$ cat src/design/box_obstacle_proximity_check_defines.svh
// Assertion macros used by the proximity checker datapath.
// Depends on nothing; the including module must provide clk and arst_n.
`ifndef BOX_OBSTACLE_PROXIMITY_CHECK_DEFINES_SVH
`define BOX_OBSTACLE_PROXIMITY_CHECK_DEFINES_SVH

// The consequent must hold in the same cycle as the antecedent.
`define BOPC_ASSERT_SAME(lbl, ante, cons, msg) \
	lbl: assert property (@(posedge clk) disable iff (!arst_n) (ante) |-> (cons)) \
		else $error(msg);

// The consequent must hold in the cycle after the antecedent.
`define BOPC_ASSERT_NEXT(lbl, ante, cons, msg) \
	lbl: assert property (@(posedge clk) disable iff (!arst_n) (ante) |=> (cons)) \
		else $error(msg);

`endif

$ cat src/design/bopc_pkg.sv
// Package for the box obstacle proximity checker: sizes, field layout,
// command codes, cube bound record and the sequencer microcode. No dependencies.
`timescale 1ns / 1ps
`default_nettype none

package bopc_pkg;

	// Table depth and coordinate width.
	localparam int MAX_BOXES  = 8;
	localparam int COORD_BITS = 24;
	localparam int LEN_BITS   = COORD_BITS - 1;
	localparam int BOUND_BITS = COORD_BITS + 2;

	// Table index and fill count widths.
	localparam int IDX_W = (MAX_BOXES > 1) ? $clog2(MAX_BOXES) : 1;
	localparam int CNT_W = $clog2(MAX_BOXES + 1);

	// Input item layout in tdata, lowest field first.
	localparam int POS_X_LSB  = 0;
	localparam int POS_Y_LSB  = COORD_BITS;
	localparam int POS_Z_LSB  = 2 * COORD_BITS;
	localparam int SIDE_LSB   = 3 * COORD_BITS;
	localparam int MARGIN_LSB = 3 * COORD_BITS + LEN_BITS;
	localparam int IN_BITS    = 3 * COORD_BITS + 2 * LEN_BITS;
	localparam int S_TDATA_W  = ((IN_BITS + 7) / 8) * 8;
	localparam int S_TUSER_W  = 2;
	localparam int M_TDATA_W  = 8;

	typedef logic signed [COORD_BITS-1:0] coord_t;
	typedef logic [LEN_BITS-1:0]          len_t;
	typedef logic signed [BOUND_BITS-1:0] bound_t;
	typedef logic [IDX_W-1:0]             idx_t;
	typedef logic [CNT_W-1:0]             cnt_t;

	// Command codes carried in tuser.
	typedef enum logic [1:0] {
		CMD_QUERY = 2'd0,
		CMD_ADD   = 2'd1,
		CMD_CLEAR = 2'd2
	} cmd_t;

	// Six bounds of one stored cube.
	typedef struct packed {
		logic signed [BOUND_BITS-1:0] lo_x;
		logic signed [BOUND_BITS-1:0] hi_x;
		logic signed [BOUND_BITS-1:0] lo_y;
		logic signed [BOUND_BITS-1:0] hi_y;
		logic signed [BOUND_BITS-1:0] lo_z;
		logic signed [BOUND_BITS-1:0] hi_z;
	} box_t;

	// Program steps.
	typedef enum logic [2:0] {
		ST_WAIT  = 3'd0,
		ST_PREP  = 3'd1,
		ST_SCAN  = 3'd2,
		ST_ADD   = 3'd3,
		ST_CLEAR = 3'd4,
		ST_EMIT  = 3'd5
	} step_t;

	// Datapath operation selected by a control word.
	typedef enum logic [2:0] {
		OP_NOP   = 3'd0,
		OP_WAIT  = 3'd1,
		OP_PREP  = 3'd2,
		OP_SCAN  = 3'd3,
		OP_ADD   = 3'd4,
		OP_CLEAR = 3'd5,
		OP_EMIT  = 3'd6
	} op_t;

	// How the step counter moves on.
	typedef enum logic [1:0] {
		JMP_ALWAYS   = 2'd0,
		JMP_DISPATCH = 2'd1,
		JMP_IF_DONE  = 2'd2,
		JMP_IF_FREE  = 2'd3
	} jmp_t;

	typedef struct packed {
		op_t   op;
		jmp_t  jmp;
		step_t target;
	} ctrl_word_t;

	// Conditions the sequencer branches on.
	typedef struct packed {
		logic accept;
		cmd_t cmd;
		logic scan_done;
		logic out_free;
	} seq_stat_t;

	// Microcode store: one control word per step.
	function automatic ctrl_word_t ucode_rom(input step_t step);
		ctrl_word_t w;
		case (step)
			ST_WAIT:  w = '{op: OP_WAIT,  jmp: JMP_DISPATCH, target: ST_WAIT};
			ST_PREP:  w = '{op: OP_PREP,  jmp: JMP_ALWAYS,   target: ST_SCAN};
			ST_SCAN:  w = '{op: OP_SCAN,  jmp: JMP_IF_DONE,  target: ST_EMIT};
			ST_ADD:   w = '{op: OP_ADD,   jmp: JMP_ALWAYS,   target: ST_EMIT};
			ST_CLEAR: w = '{op: OP_CLEAR, jmp: JMP_ALWAYS,   target: ST_EMIT};
			ST_EMIT:  w = '{op: OP_EMIT,  jmp: JMP_IF_FREE,  target: ST_WAIT};
			default:  w = '{op: OP_NOP,   jmp: JMP_ALWAYS,   target: ST_WAIT};
		endcase
		return w;
	endfunction

	// Entry step for each command; an unused code goes straight to the result.
	function automatic step_t dispatch_step(input cmd_t cmd);
		step_t s;
		case (cmd)
			CMD_QUERY: s = ST_PREP;
			CMD_ADD:   s = ST_ADD;
			CMD_CLEAR: s = ST_CLEAR;
			default:   s = ST_EMIT;
		endcase
		return s;
	endfunction

endpackage

`default_nettype wire

$ cat src/design/box_obstacle_proximity_check.sv
// Top level of the box obstacle proximity checker: stream ports, sequencer,
// datapath and result register. Depends on bopc_pkg, bopc_sequencer, bopc_datapath.
`timescale 1ns / 1ps
`default_nettype none

// Holds up to MAX_BOXES axis-aligned cubes and answers one item at a time with
// exactly one result item. A query goes through acceptance, widening of the
// point by the margin, a scan with one stored cube compared per cycle through
// the bound table's registered read port until a hit or a closing step, and
// then the load of the result register; add and clear pass through their own
// step to that load, and the unused command goes straight to it. A result may
// wait in the output register while the next item is accepted and worked on.

module box_obstacle_proximity_check
	import bopc_pkg::*;
(
	input  wire                    clk,
	input  wire                    arst_n,
	input  wire                    s_tvalid,
	output logic                   s_tready,
	// pos_x, pos_y, pos_z, side_len, margin, zero padding
	input  wire  [S_TDATA_W-1:0]   s_tdata,
	// command
	input  wire  [S_TUSER_W-1:0]   s_tuser,
	output logic                   m_tvalid,
	input  wire                    m_tready,
	// near_hit, status, zero padding
	output logic [M_TDATA_W-1:0]   m_tdata
);

	ctrl_word_t ctrl;
	seq_stat_t  stat;
	logic       s_fire;
	logic       out_free;
	logic       scan_done;
	logic       near_hit;
	logic       status;
	logic       out_valid_q;
	logic [M_TDATA_W-1:0] out_data_q;

	// Items are taken only in the waiting step.
	assign s_tready = (ctrl.op == OP_WAIT);
	assign s_fire   = s_tvalid && s_tready;
	assign out_free = !out_valid_q || m_tready;

	always_comb begin
		stat.accept    = s_fire;
		stat.cmd       = cmd_t'(s_tuser);
		stat.scan_done = scan_done;
		stat.out_free  = out_free;
	end

	bopc_sequencer u_seq (
		.clk    (clk),
		.arst_n (arst_n),
		.stat   (stat),
		.ctrl   (ctrl)
	);

	bopc_datapath u_dp (
		.clk       (clk),
		.arst_n    (arst_n),
		.ctrl      (ctrl),
		.accept    (s_fire),
		.cmd       (cmd_t'(s_tuser)),
		.pos_x     (s_tdata[POS_X_LSB +: COORD_BITS]),
		.pos_y     (s_tdata[POS_Y_LSB +: COORD_BITS]),
		.pos_z     (s_tdata[POS_Z_LSB +: COORD_BITS]),
		.side_len  (s_tdata[SIDE_LSB +: LEN_BITS]),
		.margin    (s_tdata[MARGIN_LSB +: LEN_BITS]),
		.scan_done (scan_done),
		.near_hit  (near_hit),
		.status    (status)
	);

	// Result register: loaded in the emit step once the previous item has left.
	always_ff @(posedge clk or negedge arst_n) begin
		if (!arst_n) begin
			out_valid_q <= 1'b0;
		end else if ((ctrl.op == OP_EMIT) && out_free) begin
			out_valid_q <= 1'b1;
		end else if (m_tready) begin
			out_valid_q <= 1'b0;
		end
	end

	always_ff @(posedge clk) begin
		if ((ctrl.op == OP_EMIT) && out_free) begin
			out_data_q <= {{(M_TDATA_W - 2){1'b0}}, status, near_hit};
		end
	end

	assign m_tvalid = out_valid_q;
	assign m_tdata  = out_data_q;

endmodule

`default_nettype wire

$ cat src/design/bopc_box_store.sv
// Cube bound table: one write port and one registered read port.
// Depends on bopc_pkg for the bound record and index width.
`timescale 1ns / 1ps
`default_nettype none

module bopc_box_store
	import bopc_pkg::*;
(
	input  wire  clk,
	input  wire  wr_en,
	input  idx_t wr_addr,
	input  box_t wr_data,
	input  idx_t rd_addr,
	output box_t rd_data
);

	box_t mem_q [MAX_BOXES];
	box_t rd_data_q;

	// Entries hold no reset value; only written entries are ever compared.
	always_ff @(posedge clk) begin
		if (wr_en) begin
			mem_q[wr_addr] <= wr_data;
		end
	end

	// Registered read.
	always_ff @(posedge clk) begin
		rd_data_q <= mem_q[rd_addr];
	end

	assign rd_data = rd_data_q;

endmodule

`default_nettype wire

$ cat src/design/bopc_sequencer.sv
// Microcode sequencer: step counter, control store lookup and branch logic.
// Depends on bopc_pkg for the step, control word and status types.
`timescale 1ns / 1ps
`default_nettype none

module bopc_sequencer
	import bopc_pkg::*;
(
	input  wire        clk,
	input  wire        arst_n,
	input  seq_stat_t  stat,
	output ctrl_word_t ctrl
);

	step_t step_q;
	step_t step_d;

	// Step counter.
	always_ff @(posedge clk or negedge arst_n) begin
		if (!arst_n) begin
			step_q <= ST_WAIT;
		end else begin
			step_q <= step_d;
		end
	end

	// Control word for this step and the branch to the next one.
	always_comb begin
		ctrl   = ucode_rom(step_q);
		step_d = step_q;
		case (ctrl.jmp)
			JMP_ALWAYS: begin
				step_d = ctrl.target;
			end
			JMP_DISPATCH: begin
				if (stat.accept) begin
					step_d = dispatch_step(stat.cmd);
				end
			end
			JMP_IF_DONE: begin
				if (stat.scan_done) begin
					step_d = ctrl.target;
				end
			end
			JMP_IF_FREE: begin
				if (stat.out_free) begin
					step_d = ctrl.target;
				end
			end
			default: begin
				step_d = ST_WAIT;
			end
		endcase
	end

endmodule

`default_nettype wire

$ cat src/design/bopc_datapath.sv
// Datapath: operand registers, bound arithmetic, scan compare, fill count
// and result flags. Depends on bopc_pkg, bopc_box_store and the defines header.
`timescale 1ns / 1ps
`default_nettype none

`include "box_obstacle_proximity_check_defines.svh"

module bopc_datapath
	import bopc_pkg::*;
(
	input  wire        clk,
	input  wire        arst_n,
	input  ctrl_word_t ctrl,
	input  wire        accept,
	input  cmd_t       cmd,
	input  coord_t     pos_x,
	input  coord_t     pos_y,
	input  coord_t     pos_z,
	input  len_t       side_len,
	input  len_t       margin,
	output logic       scan_done,
	output logic       near_hit,
	output logic       status
);

	// Operands captured when the item is accepted.
	cmd_t   cmd_q;
	coord_t px_q, py_q, pz_q;
	len_t   half_q, margin_q;

	// Query point widened by the margin in each direction.
	bound_t plus_x_q, plus_y_q, plus_z_q;
	bound_t minus_x_q, minus_y_q, minus_z_q;

	// Control state.
	cnt_t   count_q;
	cnt_t   scan_idx_q;
	logic   rd_valid_q;
	logic   hit_q;
	logic   status_q;

	bound_t px_w, py_w, pz_w, half_w, margin_w;
	box_t   new_box;
	box_t   rd_box;
	idx_t   rd_addr;
	logic   wr_en;
	logic   table_full;
	logic   match;

	// Sign-extend the coordinates, zero-extend the lengths.
	always_comb begin
		px_w     = bound_t'(px_q);
		py_w     = bound_t'(py_q);
		pz_w     = bound_t'(pz_q);
		half_w   = {{(BOUND_BITS - LEN_BITS){1'b0}}, half_q};
		margin_w = {{(BOUND_BITS - LEN_BITS){1'b0}}, margin_q};
	end

	// Bounds of a new cube.
	always_comb begin
		new_box.lo_x = px_w - half_w;
		new_box.hi_x = px_w + half_w;
		new_box.lo_y = py_w - half_w;
		new_box.hi_y = py_w + half_w;
		new_box.lo_z = pz_w - half_w;
		new_box.hi_z = pz_w + half_w;
	end

	assign table_full = (count_q == cnt_t'(MAX_BOXES));
	assign wr_en      = (ctrl.op == OP_ADD) && !table_full;
	assign rd_addr    = (ctrl.op == OP_PREP) ? '0 : scan_idx_q[IDX_W-1:0];

	bopc_box_store u_store (
		.clk     (clk),
		.wr_en   (wr_en),
		.wr_addr (count_q[IDX_W-1:0]),
		.wr_data (new_box),
		.rd_addr (rd_addr),
		.rd_data (rd_box)
	);

	// p lies strictly inside lo - m .. hi + m exactly when p + m > lo and p - m < hi.
	always_comb begin
		match = rd_valid_q
			&& (plus_x_q > $signed(rd_box.lo_x)) && (minus_x_q < $signed(rd_box.hi_x))
			&& (plus_y_q > $signed(rd_box.lo_y)) && (minus_y_q < $signed(rd_box.hi_y))
			&& (plus_z_q > $signed(rd_box.lo_z)) && (minus_z_q < $signed(rd_box.hi_z));
	end

	// The scan ends on a hit or once the entry just read lay beyond the fill count.
	assign scan_done = match || !rd_valid_q;

	// Operand and widened point registers.
	always_ff @(posedge clk) begin
		if (accept) begin
			cmd_q    <= cmd;
			px_q     <= pos_x;
			py_q     <= pos_y;
			pz_q     <= pos_z;
			half_q   <= side_len >> 1;
			margin_q <= margin;
		end
		if (ctrl.op == OP_PREP) begin
			plus_x_q  <= px_w + margin_w;
			plus_y_q  <= py_w + margin_w;
			plus_z_q  <= pz_w + margin_w;
			minus_x_q <= px_w - margin_w;
			minus_y_q <= py_w - margin_w;
			minus_z_q <= pz_w - margin_w;
		end
	end

	// Fill count, scan pointer and result flags.
	always_ff @(posedge clk or negedge arst_n) begin
		if (!arst_n) begin
			count_q    <= '0;
			scan_idx_q <= '0;
			rd_valid_q <= 1'b0;
			hit_q      <= 1'b0;
			status_q   <= 1'b0;
		end else begin
			case (ctrl.op)
				OP_WAIT: begin
					if (accept) begin
						hit_q    <= 1'b0;
						status_q <= 1'b0;
					end
				end
				OP_PREP: begin
					scan_idx_q <= cnt_t'(1);
					rd_valid_q <= (count_q != '0);
				end
				OP_SCAN: begin
					hit_q      <= hit_q | match;
					rd_valid_q <= (scan_idx_q < count_q);
					scan_idx_q <= scan_idx_q + cnt_t'(1);
				end
				OP_ADD: begin
					if (table_full) begin
						status_q <= 1'b1;
					end else begin
						count_q <= count_q + cnt_t'(1);
					end
				end
				OP_CLEAR: begin
					count_q <= '0;
				end
				default: begin
				end
			endcase
		end
	end

	assign near_hit = hit_q;
	assign status   = status_q;

	`BOPC_ASSERT_SAME(a_count_bound, 1'b1, count_q <= cnt_t'(MAX_BOXES), "fill count above table depth")
	`BOPC_ASSERT_SAME(a_status_add, status_q, cmd_q == CMD_ADD, "full status on an item that is no add")
	`BOPC_ASSERT_SAME(a_hit_query, hit_q, cmd_q == CMD_QUERY, "hit flag on an item that is no query")
	`BOPC_ASSERT_NEXT(a_full_hold, (ctrl.op == OP_ADD) && table_full, count_q == cnt_t'(MAX_BOXES), "refused add changed the table")

endmodule

`default_nettype wire
$ cat config.mk
export PLATFORM = sky130hd
export DESIGN_NAME = box_obstacle_proximity_check
export DESIGN_NICKNAME = d
export VERILOG_FILES = /design/src/design/bopc_pkg.sv /design/src/design/box_obstacle_proximity_check.sv /design/src/design/bopc_box_store.sv /design/src/design/bopc_sequencer.sv /design/src/design/bopc_datapath.sv
export VERILOG_INCLUDE_DIRS = /design/src /design/src/design
export SDC_FILE = /design/constraint.sdc
export NUM_CORES = 2
export LEC_CHECK = 0
export CAP_MARGIN = 20
export CORE_UTILIZATION = 62
export CTS_BUF_LIST = sky130_fd_sc_hd__clkbuf_4 sky130_fd_sc_hd__clkbuf_8 sky130_fd_sc_hd__clkbuf_16
export CTS_CLUSTER_DIAMETER = 30
export DETAILED_ROUTE_END_ITERATION = 10
export DONT_BUFFER_PORTS = 1
export PLACE_DENSITY = 0.79
export SETUP_SLACK_MARGIN = 0.15
export SLEW_MARGIN = 40
export SYNTH_ARGS = -nofsm -noshare
export SYNTH_HDL_FRONTEND = slang
export SYNTH_SLANG_ARGS = --single-unit
$ cat constraint.sdc
create_clock -name clk -period 31.7 [get_ports clk]
set_clock_uncertainty 0.1 [all_clocks]
set_input_delay 7.925 -clock clk [delete_from_list [all_inputs] [get_ports clk]]
set_output_delay 7.925 -clock clk [all_outputs]
set_load 0.05 [all_outputs]
==> impl_metrics.json <==
{
  "num_rows": 125,
  "yosysUniqueCellTypes": 80,
  "num_vias": 49820,
  "synth_flop_cell": "edfxtp_1",
  "multi_input_area_sq_um": 24400,
  "min_to": "m_tdata[0]",
  "relSlewSlack": 0.3763,
  "ctsRootBufferMaster": "clkbuf_16",
  "post_dp_cell_area_sq_um": 74750,
  "grt_max_degree": 188,
  "p_leak_uw": 0.03224,
  "layout-drive-gt1-share": 0.1245,
  "wl_per_cell_um": 25.52,
  "r2r_start": "u_dp.half_q[2]",
  "seq_area_frac_synth": 0.6360,
  "finalCriticalPeriod_ns": 10.14,
  "syn_area_per_cell_sq_um": 12.18,
  "r2r_end": "u_dp.u_store.mem_q[0][100]",
  "hold_viol": 0,
  "r2r_cells": 12,
  "rsz0062_at_grt": "no",
  "outcome": "completed",
  "grt-ovfl-total": 0,
  "async_flop_share": 0.009352,
  "io_buffer_count": 0,
  "p_clk_frac": 0.370,
  "dieWidth_um": 345.8,
  "holdCritStartpoint": "u_dp.near_hit",
  "powerDensity_nw_per_um2": 106.0,
  "antenna_found_initial": 3,
  "cp.required_ns": 23.68,
  "final_nets": 6650,
  "grt_pass1_vias": 49460,
  "die_y_um": 345.8,
  "maxCapViolCount": 0,
  "fmax_mhz": 98.59,
  "synth_edf_count": 1442,
  "path_clk_slew_ns": 0.04,
  "clockBufferDepth": 4,
  "cts_setup_buffers": 0,
  "cts_resized": 0,
  "worst_slew_pin_slew_ns": 0.9355,
  "cts_tree": "done",
  "period_share": 0.3200,
  "final_area_sq_um": 85640,
  "syn_to_final_growth_pct": 16.83,
  "cp_top_family": "flip-flops",
  "diodes": 0,
  "finalSetupViolations": 0,
  "grt_pass1_wl_mm": 294.8,
  "ir_drop_v": 0.00009484,
  "cp-end-kind": "primary output",
  "slew_violations": 0,
  "syn-cell-area_sq_um": 73300,
  "yosysWarnings": 0,
  "dp_hpwl_mm": 118.1,
  "crit_buf_inv": 0,
  "drt_pass1_iterations": 6,
  "p_sw_uw": 3076,
  "syn_inst": 6017,
  "power_uw": 9076,
  "ys_ff_latch": 1604,
  "place.gp.congestion": 0.9574,
  "critPathKind": "register to primary output",
  "cpMaxStageDelayCell": "dfrtp_1",
  "hold_buffers": 0,
  "crit_path_start": "u_seq.step_q[0]",
  "p_sw_frac": 0.3389,
  "start_kind": "register",
  "ioPinCount": 136,
  "core_area_sq_um": 116700,
  "track_usage": 0.3310,
  "vias_per_cell": 6.344,
  "p_int_uw": 6001,
  "drt_iter0_markers": 6071,
  "path_max_fanout": 22,
  "hp-class": "register to register",
  "die_area_sq_um": 119600,
  "hold_path_depth": 0,
  "combinationalPowerShare": 0.287,
  "pwr-share-seq": 0.343,
  "initial_core_util": 0.6283,
  "arrival_ns": 2.12,
  "max_stage_delay_ns": 0.65,
  "wirelength_mm": 200.4,
  "cts.sinks": 1604,
  "seq_area_sq_um": 46630,
  "r2r_setup_slack_ns": 26.59,
  "cp_cell_sequence": "nor3_4",
  "nFillCells": 7063,
  "clk_latency_ns": 0.93,
  "tns_ns": 0,
  "drc": 0,
  "postRouteAntennaNets": 0,
  "cts_inserted_buffers": 313,
  "cts_max_level": 5
}
## synth_stat cells (9+ instances only)
cell / n / area, sq um
o211ai_1: 16 / 120.1
and3_1: 15 / 93.84
nor3_1: 54 / 270.3
nand3_1: 463 / 2317
clkbuf_1: 253 / 949.7
inv_1: 335 / 1257
nor2_1: 402 / 1509
a211oi_1: 18 / 135.1
mux2_2: 147 / 1655
edfxtp_1: 1442 / 43300
fa_1: 12 / 240.2
a31oi_1: 30 / 187.7
dfrtp_1: 15 / 375.4
inv_2: 9 / 33.78
a221oi_1: 12 / 105.1
or3_1: 15 / 93.84
o31ai_1: 21 / 157.7
a21oi_1: 363 / 1817
a21o_1: 72 / 540.5
o21ai_0: 230 / 1151
ha_1: 423 / 5293
nand2b_1: 52 / 325.3
nand4_1: 33 / 206.5
nor4_1: 15 / 93.84
nand2_1: 678 / 2545
nor2b_1: 56 / 350.3
o31a_1: 11 / 96.34
o21a_1: 32 / 240.2
dfxtp_1: 147 / 2943
xor2_1: 70 / 613.1
o21ai_1: 23 / 115.1
o41ai_1: 10 / 87.58
xnor2_1: 173 / 1515
o22ai_1: 153 / 957.2
o21bai_1: 46 / 345.3
buf_1: 37 / 138.9
## cell families (layout without fill, tap and decap cells)
logic type,after synthesis,after routing,share of synthesized area
compound gates,1120,1120,0.09306
other cells,1,6,0.00005116
buf+inv,646,953,0.03356
fa+ha+maj,435,435,0.07548
simple gates,1819,1819,0.1100
mux,149,149,0.02286
xor+xnor,243,243,0.02903
flops,1604,1604,0.6360
## per-stage QoR
step           hold slack, ns  instances  setup WS [ns]    util
2_1_floorplan          0.3186       6022          18.15       -
3_3_place_gp           0.3588       7293          22.22  0.6397
3_5_place_dp           0.3592       7295          22.29  0.6407
4_1_cts                0.3757       7850          21.51  0.7330
5_1_grt                0.3970       7853          21.46  0.7340
6_report               0.3610       7853          21.56  0.7340
## power groups by stage
| stage | clock network, uW | registers, uW | logic (uW) |
|---|---|---|---|
| after global routing | 3470 | 3130 | 2840 |
| final | 3360 | 3110 | 2600 |
| after floorplan | 0 | 3050 | 1790 |
| after detailed placement | 0 | 3130 | 2480 |
| after CTS | 3370 | 3100 | 2550 |
| after global placement | 0 | 3130 | 2390 |
## layout make-up
type	instances	share of cell area
sequential	1604	0.5445
multi-input combinational	3772	0.2849
clock buffer	371	0.09853
clock inverter	184	0.02722
tap	1524	0.02227
inverter	345	0.01527
timing repair buffer	53	0.007364
## layout by cell type (no fill, tap or decap), types with 17 or more instances in the layout
| cell type | n |
|---|---|
| o21bai_1 | 46 |
| o21a_1 | 32 |
| a21o_1 | 72 |
| nand4_1 | 33 |
| nor2_1 | 394 |
| o22ai_1 | 153 |
| clkbuf_4 | 38 |
| o31ai_1 | 21 |
| clkinv_2 | 37 |
| ha_1 | 423 |
| clkinvlp_4 | 26 |
| nand2_1 | 675 |
| nand2b_1 | 52 |
| a21oi_1 | 363 |
| o21ai_0 | 230 |
| nor2b_1 | 56 |
| buf_6 | 18 |
| inv_6 | 35 |
| xnor2_1 | 171 |
| mux2_2 | 147 |
| a31oi_1 | 30 |
| inv_1 | 334 |
| nand3_1 | 463 |
| edfxtp_1 | 1442 |
| xor2_1 | 70 |
| nor3_1 | 51 |
| clkinv_1 | 17 |
| clkbuf_16 | 317 |
| o21ai_1 | 23 |
| dfxtp_1 | 147 |
| bufinv_16 | 42 |
| buf_4 | 23 |
## how the worst max path moves through the flow
stage                     cells past startpoint  slack, ns                to
after detailed placement                      3      22.29  u_dp.margin_q[8]
after global routing                          1      21.46          s_tready
after CTS                                     1      21.51          s_tready
final                                         1      21.56          s_tready
after global placement                        1      22.22          s_tready
after floorplan                               2      18.15    u_dp.half_q[0]
## flip-flops by register name (all words and copies together), names as in the netlist, 2 cells and up
name and count:
m_tdata 2, u_dp.count_q 4, u_dp.half_q 22, u_dp.margin_q 23
u_dp.minus_x_q 25, u_dp.minus_y_q 25, u_dp.minus_z_q 25, u_dp.plus_x_q 24
u_dp.plus_y_q 24, u_dp.plus_z_q 24, u_dp.px_q 24, u_dp.py_q 24
u_dp.pz_q 24, u_dp.scan_idx_q 4, u_dp.u_store.mem_q 1176, u_dp.u_store.rd_data 147
u_seq.step_q 3
## routing by layer
metal | up-vias | GRT usage | share of wire
met1 | 24300 | 0.4299 | 0.38
li1 | 22070 | - | -
met5 | - | 0 | 0.00014
met4 | 4 | 0.1507 | 0.040
met2 | 2922 | 0.5200 | 0.46
met3 | 531 | 0.09154 | 0.12
(Power assumes the default switching activity.)
